File: src/hdl/qmd_pkg.sv
`timescale 1ns / 1ps
`default_nettype none
// ----------------------------------------------------------------------------
// qmd_pkg: shared types and constants for the quadrature motor drive
// Commands, register indexes, reset values, the quadrature step table and the
// control bundle that goes to the position and drive units.
// ----------------------------------------------------------------------------
package qmd_pkg;

	typedef enum logic [1:0] {
		CMD_START  = 2'd0,
		CMD_SAMPLE = 2'd1,
		CMD_TICK   = 2'd2,
		CMD_TARGET = 2'd3
	} cmd_t;

	localparam logic REG_RAMP_STEP = 1'b0;
	localparam logic REG_WINDOW_US = 1'b1;

	localparam logic [7:0]  RAMP_STEP_RESET = 8'd10;
	localparam logic [31:0] WINDOW_US_RESET = 32'd500000;

	localparam logic signed [8:0] LEVEL_MIN = -9'sd255;

	localparam int IN_DATA_W  = 48;
	localparam int OUT_DATA_W = 128;

	// indexed by next_phase*4 + previous_phase
	localparam logic signed [1:0] STEP_TABLE [16] = '{
		2'sd0, -2'sd1, 2'sd0, 2'sd1,
		2'sd1, 2'sd0, -2'sd1, 2'sd0,
		2'sd0, 2'sd1, 2'sd0, -2'sd1,
		-2'sd1, 2'sd0, 2'sd1, 2'sd0
	};

	typedef struct packed {
		logic        fire;
		cmd_t        cmd;
	} qmd_ctrl_t;

	typedef struct packed {
		logic signed [8:0] target;
		logic [31:0]       now_us;
		logic              chan_b;
		logic              chan_a;
	} qmd_item_t;

	// A/B 11 -> 0, 10 -> 1, 00 -> 2, 01 -> 3
	function automatic logic [1:0] phase_of(input logic a, input logic b);
		logic [1:0] p;
		if (a && b) begin
			p = 2'd0;
		end else if (a) begin
			p = 2'd1;
		end else if (!b) begin
			p = 2'd2;
		end else begin
			p = 2'd3;
		end
		return p;
	endfunction

endpackage : qmd_pkg
`default_nettype wire

File: src/hdl/qmd_position.sv
`timescale 1ns / 1ps
`default_nettype none
// ----------------------------------------------------------------------------
// qmd_position: encoder position counter and velocity window
// Tracks the quadrature phase, steps the wrapping position and latches the
// position change and elapsed time once a window has passed.
// ----------------------------------------------------------------------------
module qmd_position
	import qmd_pkg::*;
(
	input  wire logic               clk,
	input  wire logic               arst_n,
	input  wire qmd_ctrl_t          ctrl,
	input  wire logic               chan_a,
	input  wire logic               chan_b,
	input  wire logic [31:0]        now_us,
	input  wire logic [31:0]        window_us,
	output logic signed [31:0]      position,
	output logic signed [31:0]      window_delta,
	output logic [31:0]             window_elapsed
);

	logic [1:0]  phase_q;
	logic [31:0] step_count_q;
	logic [31:0] win_count_q;
	logic [31:0] win_time_q;
	logic [31:0] delta_q;
	logic [31:0] elapsed_q;

	logic [1:0]         next_phase;
	logic signed [1:0]  step;
	logic [31:0]        elapsed;

	always_comb begin
		next_phase = phase_of(chan_a, chan_b);
		step       = STEP_TABLE[{next_phase, phase_q}];
		elapsed    = now_us - win_time_q;
	end

	always_ff @(posedge clk or negedge arst_n) begin
		if (!arst_n) begin
			phase_q      <= '0;
			step_count_q <= '0;
			win_count_q  <= '0;
			win_time_q   <= '0;
			delta_q      <= '0;
			elapsed_q    <= '0;
		end else if (ctrl.fire) begin
			case (ctrl.cmd)
				CMD_START: begin
					phase_q      <= next_phase;
					step_count_q <= '0;
					win_count_q  <= '0;
					win_time_q   <= now_us;
					delta_q      <= '0;
					elapsed_q    <= '0;
				end
				CMD_SAMPLE: begin
					phase_q      <= next_phase;
					step_count_q <= step_count_q + 32'(step);
				end
				CMD_TICK: begin
					if (elapsed > window_us) begin
						delta_q     <= step_count_q - win_count_q;
						elapsed_q   <= elapsed;
						win_count_q <= step_count_q;
						win_time_q  <= now_us;
					end
				end
				default: begin
				end
			endcase
		end
	end

	assign position       = step_count_q;
	assign window_delta   = delta_q;
	assign window_elapsed = elapsed_q;

endmodule : qmd_position
`default_nettype wire

File: src/hdl/qmd_drive.sv
`timescale 1ns / 1ps
`default_nettype none
// ----------------------------------------------------------------------------
// qmd_drive: ramped bidirectional drive level
// Holds the drive goal, ramps the level toward it on each tick and splits the
// level into left and right PWM duties.
// ----------------------------------------------------------------------------
module qmd_drive
	import qmd_pkg::*;
(
	input  wire logic               clk,
	input  wire logic               arst_n,
	input  wire qmd_ctrl_t          ctrl,
	input  wire logic signed [8:0]  target,
	input  wire logic [7:0]         ramp_step,
	output logic signed [8:0]       drive_level,
	output logic [7:0]              pwm_left,
	output logic [7:0]              pwm_right
);

	logic signed [8:0] level_q;
	logic signed [8:0] goal_q;

	logic signed [10:0] lvl_w;
	logic signed [10:0] goal_w;
	logic signed [10:0] up;
	logic signed [10:0] dn;
	logic signed [8:0]  level_next;
	logic signed [8:0]  goal_next;
	logic signed [8:0]  neg_level;

	always_comb begin
		lvl_w  = 11'(level_q);
		goal_w = 11'(goal_q);
		up     = lvl_w + $signed({3'b000, ramp_step});
		dn     = lvl_w - $signed({3'b000, ramp_step});
		level_next = level_q;
		if (lvl_w < goal_w) begin
			level_next = (up < goal_w) ? up[8:0] : goal_q;
		end else if (lvl_w > goal_w) begin
			level_next = (dn > goal_w) ? dn[8:0] : goal_q;
		end
		goal_next = (target < LEVEL_MIN) ? LEVEL_MIN : target;
	end

	always_ff @(posedge clk or negedge arst_n) begin
		if (!arst_n) begin
			level_q <= '0;
			goal_q  <= '0;
		end else if (ctrl.fire) begin
			case (ctrl.cmd)
				CMD_TICK:   level_q <= level_next;
				CMD_TARGET: goal_q  <= goal_next;
				default: begin
				end
			endcase
		end
	end

	always_comb begin
		neg_level   = -level_q;
		drive_level = level_q;
		pwm_left    = level_q[8] ? neg_level[7:0] : 8'd0;
		pwm_right   = level_q[8] ? 8'd0 : level_q[7:0];
	end

endmodule : qmd_drive
`default_nettype wire

File: src/hdl/quadrature_motor_drive.sv
`timescale 1ns / 1ps
`default_nettype none
// ----------------------------------------------------------------------------
// quadrature_motor_drive: quadrature encoder counter with ramped PWM drive
// Input register, position and drive units whose state registers form the
// result, one result per command.
// ----------------------------------------------------------------------------
//  channel  dir  fields
//  s_axis   in   tuser: cmd; tdata: chan_a, chan_b, now_us, target
//  m_axis   out  tdata: position, window_delta, window_elapsed, drive_level,
//                pwm_left, pwm_right
//  cfg      in   0 ramp_step, 1 window_us
//
//  One command per cycle sustained while m_axis is ready; a command passes
//  the input register, then the state registers that carry its result to
//  m_axis.
//  Reset clears the valid flags and unit state and loads the register defaults; the input data register is not reset.
//  A stalled result holds; the input register keeps taking one more command.
// ----------------------------------------------------------------------------
module quadrature_motor_drive
	import qmd_pkg::*;
(
	input  wire logic                  clk,
	input  wire logic                  arst_n,
	input  wire logic                  s_axis_tvalid,
	output logic                       s_axis_tready,
	input  wire logic [IN_DATA_W-1:0]  s_axis_tdata,  // chan_a, chan_b, now_us, target, zero
	input  wire logic [1:0]            s_axis_tuser,  // cmd
	output logic                       m_axis_tvalid,
	input  wire logic                  m_axis_tready,
	output logic [OUT_DATA_W-1:0]      m_axis_tdata,  // position, window_delta,
	                                                  // window_elapsed, drive_level,
	                                                  // pwm_left, pwm_right, zero
	input  wire logic                  cfg_we,
	input  wire logic                  cfg_index,
	input  wire logic [31:0]           cfg_wdata
);

	logic        valid_s1;
	qmd_item_t   item_s1;
	cmd_t        cmd_s1;
	logic        out_valid_q;
	logic [7:0]  ramp_step_q;
	logic [31:0] window_us_q;

	logic        advance;
	qmd_ctrl_t   ctrl;

	logic signed [31:0] position;
	logic signed [31:0] window_delta;
	logic [31:0]        window_elapsed;
	logic signed [8:0]  drive_level;
	logic [7:0]         pwm_left;
	logic [7:0]         pwm_right;

	assign advance       = valid_s1 && (!out_valid_q || m_axis_tready);
	assign s_axis_tready = !valid_s1 || advance;
	assign ctrl.fire     = advance;
	assign ctrl.cmd      = cmd_s1;

	always_ff @(posedge clk or negedge arst_n) begin
		if (!arst_n) begin
			ramp_step_q <= RAMP_STEP_RESET;
			window_us_q <= WINDOW_US_RESET;
		end else if (cfg_we) begin
			unique case (cfg_index)
				REG_RAMP_STEP: ramp_step_q <= cfg_wdata[7:0];
				REG_WINDOW_US: window_us_q <= cfg_wdata;
				default: begin
				end
			endcase
		end
	end

	always_ff @(posedge clk or negedge arst_n) begin
		if (!arst_n) begin
			valid_s1    <= 1'b0;
			out_valid_q <= 1'b0;
		end else begin
			if (s_axis_tready) begin
				valid_s1 <= s_axis_tvalid;
			end
			if (advance) begin
				out_valid_q <= 1'b1;
			end else if (m_axis_tready) begin
				out_valid_q <= 1'b0;
			end
		end
	end

	always_ff @(posedge clk) begin
		if (s_axis_tvalid && s_axis_tready) begin
			item_s1 <= s_axis_tdata[$bits(qmd_item_t)-1:0];
			cmd_s1  <= cmd_t'(s_axis_tuser);
		end
	end

	qmd_position u_position (
		.clk            (clk),
		.arst_n         (arst_n),
		.ctrl           (ctrl),
		.chan_a         (item_s1.chan_a),
		.chan_b         (item_s1.chan_b),
		.now_us         (item_s1.now_us),
		.window_us      (window_us_q),
		.position       (position),
		.window_delta   (window_delta),
		.window_elapsed (window_elapsed)
	);

	qmd_drive u_drive (
		.clk         (clk),
		.arst_n      (arst_n),
		.ctrl        (ctrl),
		.target      (item_s1.target),
		.ramp_step   (ramp_step_q),
		.drive_level (drive_level),
		.pwm_left    (pwm_left),
		.pwm_right   (pwm_right)
	);

	assign m_axis_tvalid = out_valid_q;
	assign m_axis_tdata  = {7'd0, pwm_right, pwm_left, drive_level,
		window_elapsed, window_delta, position};

endmodule : quadrature_motor_drive
`default_nettype wire
File: config.mk
export PLATFORM = sky130hd
export DESIGN_NAME = quadrature_motor_drive
export DESIGN_NICKNAME = d
export VERILOG_FILES = /design/src/hdl/qmd_pkg.sv /design/src/hdl/qmd_position.sv /design/src/hdl/qmd_drive.sv /design/src/hdl/quadrature_motor_drive.sv
export SDC_FILE = /design/constraint.sdc
export NUM_CORES = 1
export LEC_CHECK = 0
export ABC_CLOCK_PERIOD_IN_PS = 6700
export BUFFER_PORTS_ARGS = -buffer_cell sky130_fd_sc_hd__buf_2
export CORE_MARGIN = 10
export CORE_UTILIZATION = 30
export CTS_CLUSTER_DIAMETER = 100
export DETAILED_ROUTE_END_ITERATION = 10
export PLACE_DENSITY_LB_ADDON = 0.3
export SLEW_MARGIN = 20
export SYNTH_ARGS = -nofsm -noshare
export SYNTH_HDL_FRONTEND = slang
export SYNTH_HIERARCHICAL = 1
export SYNTH_SLANG_ARGS = --single-unit
File: constraint.sdc
create_clock -name clk -period 6.7 [get_ports clk]
set_input_delay 0.335 -clock clk [delete_from_list [all_inputs] [get_ports clk]]
set_output_delay 0.335 -clock clk [all_outputs]
set_load 0.05 [all_outputs]
==> impl_metrics.py <==
metrics = {
    "layout": {
        "fillers": 5861,
        "regArea_sq_mm": 0.006918,
        "fin_nets": 2369,
        "multi_input_area_sq_mm": 0.009741,
        "antennaDiodeCount": 0,
        "area_growth_syn_to_layout_pct": 20.87,
        "drive_above_1_share_pct": 17.26,
    },
    "sta": {
        "fin_crit_ns": 5.651,
        "fmax_ghz": 0.1770,
        "setup_viol": 0,
        "slew_violations": 0,
        "rsz0062_at_grt": "no",
        "maxSlewHeadroom_pct": 37.59,
        "period_share_pct": 84.35,
        "skew_ns": 0.04290,
        "tns_ns": 0,
        "max_slew.worst_pin.slew_ns": 0.9361,
        "hold_viol_final": 0,
    },
    "worst_setup_path": {
        "critPathKind": "reg -> reg",
        "worstSetupEndpointType": "flop",
        "path_max_fanout": 26,
        "reg2reg_slack_ns": 1.05,
        "r2r_cells": 21,
        "r2r_start": "item_s1[2]",
        "cp.arrival_ns": 6.07,
        "critPathRequiredTime_ns": 7.12,
        "crit_start": "item_s1[2]",
        "crit_path_end": "u_position/window_elapsed[31]",
        "start_kind": "flop",
        "r2r-end": "u_position/window_elapsed[31]",
    },
    "logic_synthesis": {
        "synth_top_cell_area_share_pct": 30.29,
        "yosysSeqAreaShare_pct": 39.31,
        "synth_top_area_cell": "dfrtp_1",
        "yosys-top-cells-area": "dfrtp_1 (30%), ha_1 (12%), edfxtp_1 (7.7%), nand2_1 (5.0%), o21ai_0 (4.5%)",
        "async_flop_share_pct": 83.15,
        "ys_warn_count": 6,
        "synth_commonest_cells": "nand2_1 (236), dfrtp_1 (213), ha_1 (172)",
        "ys_types": 92,
        "synth.ff_latch_count": 267,
        "synthFlopType": "dfrtp_1",
        "syn_avg_cell_area_sq_um": 9.498,
        "synth_enable_flop_cells": 45,
        "synth_cells": 1853,
        "synthMostInstantiatedCell": "nand2_1",
        "mappedNetlistArea_sq_mm": 0.01760,
    },
    "route": {
        "first_pass_iters": 5,
        "vias": 14320,
        "wl_per_cell_microns": 17.72,
        "drt_iter0_markers": 906,
        "wirelength_microns": 51350,
        "drc": 0,
        "via_per_inst": 4.942,
        "ant_nets": 0,
    },
    "clocking": {
        "cts_resized": 0,
        "path_clk_slew_ns": 0.06,
        "cts_buffers": 36,
        "cts_tree": "yes",
        "clock-root-buffer": "clkbuf_16",
        "htree_levels": 2,
        "clk_latency_ns": 0.56,
        "clock-sinks": 267,
        "cts_max_path_buffers": 3,
    },
    "placed_design": {
        "dp_hpwl_microns": 37780,
        "io_buffers": 205,
        "place.gp.congestion": 0.8733,
    },
    "floorplan": {
        "initial_core_util_pct": 30.39,
        "die_h_microns": 262.2,
        "dieArea_sq_mm": 0.06875,
        "rows": 88,
        "core-area_sq_mm": 0.05792,
        "die_x_microns": 262.2,
        "pin_count": 218,
    },
    "global_route": {
        "grt_max_degree": 110,
        "overflow": 0,
        "grt_pass1_wl_microns": 82760,
        "gr-usage-all-layers_pct": 14.64,
        "antenna_found_initial": 1,
        "grt_pass1_vias": 14550,
    },
    "job": {
        "cap_violations": 0,
    },
    "worst_hold_path": {
        "min_path_type": "in -> reg",
    },
    "power": {
        "p_leak_nw": 10.21,
        "power_density_mw_per_mm2": 587.4,
        "max-vdd-ir-drop_mv": 0.3440,
        "design_power_total_mw": 12.50,
    },
    "outcome": {
        "outcome": "completed",
    },
}
[through the flow]
step | utilization [%] | setup slack [ns] | hold slack (ns) | cells | area [sq um]
2_1_floorplan | - | 1.760 | 0.03941 | 1859 | 17620
3_3_place_gp | 33.36 | 1.133 | 0.4617 | 2760 | 19320
3_5_place_dp | 33.37 | 1.093 | 0.4596 | 2760 | 19330
4_1_cts | 36.69 | 1.034 | 0.004834 | 2896 | 21250
5_1_grt | 36.73 | 0.6584 | 0.004760 | 2897 | 21270
6_report | 36.73 | 1.049 | 0.03489 | 2897 | 21270
[layout by cell type, fill, tap and decap left out, drive strengths merged, types with 19 or more instances in the layout]
cell type	n
nand4	27
nand2	238
a21oi	93
dfrtp	213
xnor2	57
ha	172
nand2b	34
a22o	19
and2	23
dlygate4sd3	70
o31ai	41
edfxtp	45
mux2	42
nand3	35
nor2	68
o21ai	164
a21o	75
o21a	21
xor2	39
inv	144
buf	221
nor2b	21
clkbuf	48
[state kept, by name (all words and copies together), names as in the netlist]
signal / count
valid_s1: 1
ramp_step_q: 8
cmd_s1: 2
item_s1: 43
u_position/window_elapsed: 32
u_position/phase_q: 2
window_us_q: 32
u_position/window_delta: 32
u_position/win_time_q: 32
u_position/win_count_q: 32
m_axis_tvalid: 1
u_drive/goal_q: 9
u_drive/drive_level: 9
u_position/position: 32
[kinds of logic (layout without fill, tap and decap cells)]
kind of cell               Yosys count  count (layout)  synth area share, %
other                                1               7              0.02131
buffers and inverters              226             499                5.638
muxes                               47              47                3.683
DFF                                267             267                39.31
adders and majority gates          177             177                12.80
and+or+nand+nor                    515             515                13.88
xor gates and xnor gates            96              96                4.777
AOI/OAI and AO/OA                  524             524                19.90
[worst min path at each step]
stage | start | endpoint | slack (ns) | depth (start not counted)
after global placement | u_position/win_count_q[11] | u_position/win_count_q[11] | 0.46 | 2
after floorplan | arst_n | m_axis_tvalid | 0.04 | 0
after global routing | cfg_wdata[30] | window_us_q[30] | 0.005 | 2
final | cfg_wdata[30] | window_us_q[30] | 0.03 | 2
after detailed placement | u_position/window_elapsed[5] | u_position/window_elapsed[5] | 0.46 | 2
after CTS | cfg_wdata[30] | window_us_q[30] | 0.005 | 2
[per-layer routing]
metal / wire (microns) / track usage (%) / up-vias
met4: 793 / 3.147 / 0
met5: 0 / 0 / -
met3: 2343 / 3.001 / 50
met1: 25110 / 19.84 / 6891
li1: - / - / 7080
met2: 23110 / 23.59 / 297
[timing repair]
action,in CTS,in global routing
endpoints found under the setup margin,0,0
hold buffers,70,0
endpoints found under the hold margin,170,0
buffers inserted,0,0
[layout make-up]
type	instances	share of cell area, %
clock buffer	47	4.823
clock inverter	19	0.9117
inverter	141	2.488
multi-input combinational	1366	45.79
sequential	267	32.52
tap	765	4.500
timing repair buffer	292	8.964
[report_power, final]
group | total, mW | switching, mW | internal (mW)
registers | 2.65 | 0.479 | 2.17
clock network | 1.98 | 0.777 | 1.20
logic | 7.87 | 4.98 | 2.89
total | 12.5 | 6.23 | 6.26
[critical path, cell delays in order (launching register included)]
cell	delay, ns
edfxtp_1	0.35
inv_1	0.08
ha_1	0.18
inv_1	0.06
fa_1	0.43
a211oi_1	0.25
o21bai_1	0.13
a21oi_1	0.28
a22oi_1	0.25
nand4_1	0.20
a31oi_1	0.18
a221oi_1	0.34
xnor2_1	0.14
ha_1	0.31
nand4_1	0.17
nor4_1	0.71
nand4_1	0.16
nand3_1	0.26
or2_4	0.42
nor2_2	0.07
buf_4	0.23
a32o_1	0.29
Note: power is estimated with default switching activity, not from simulation.
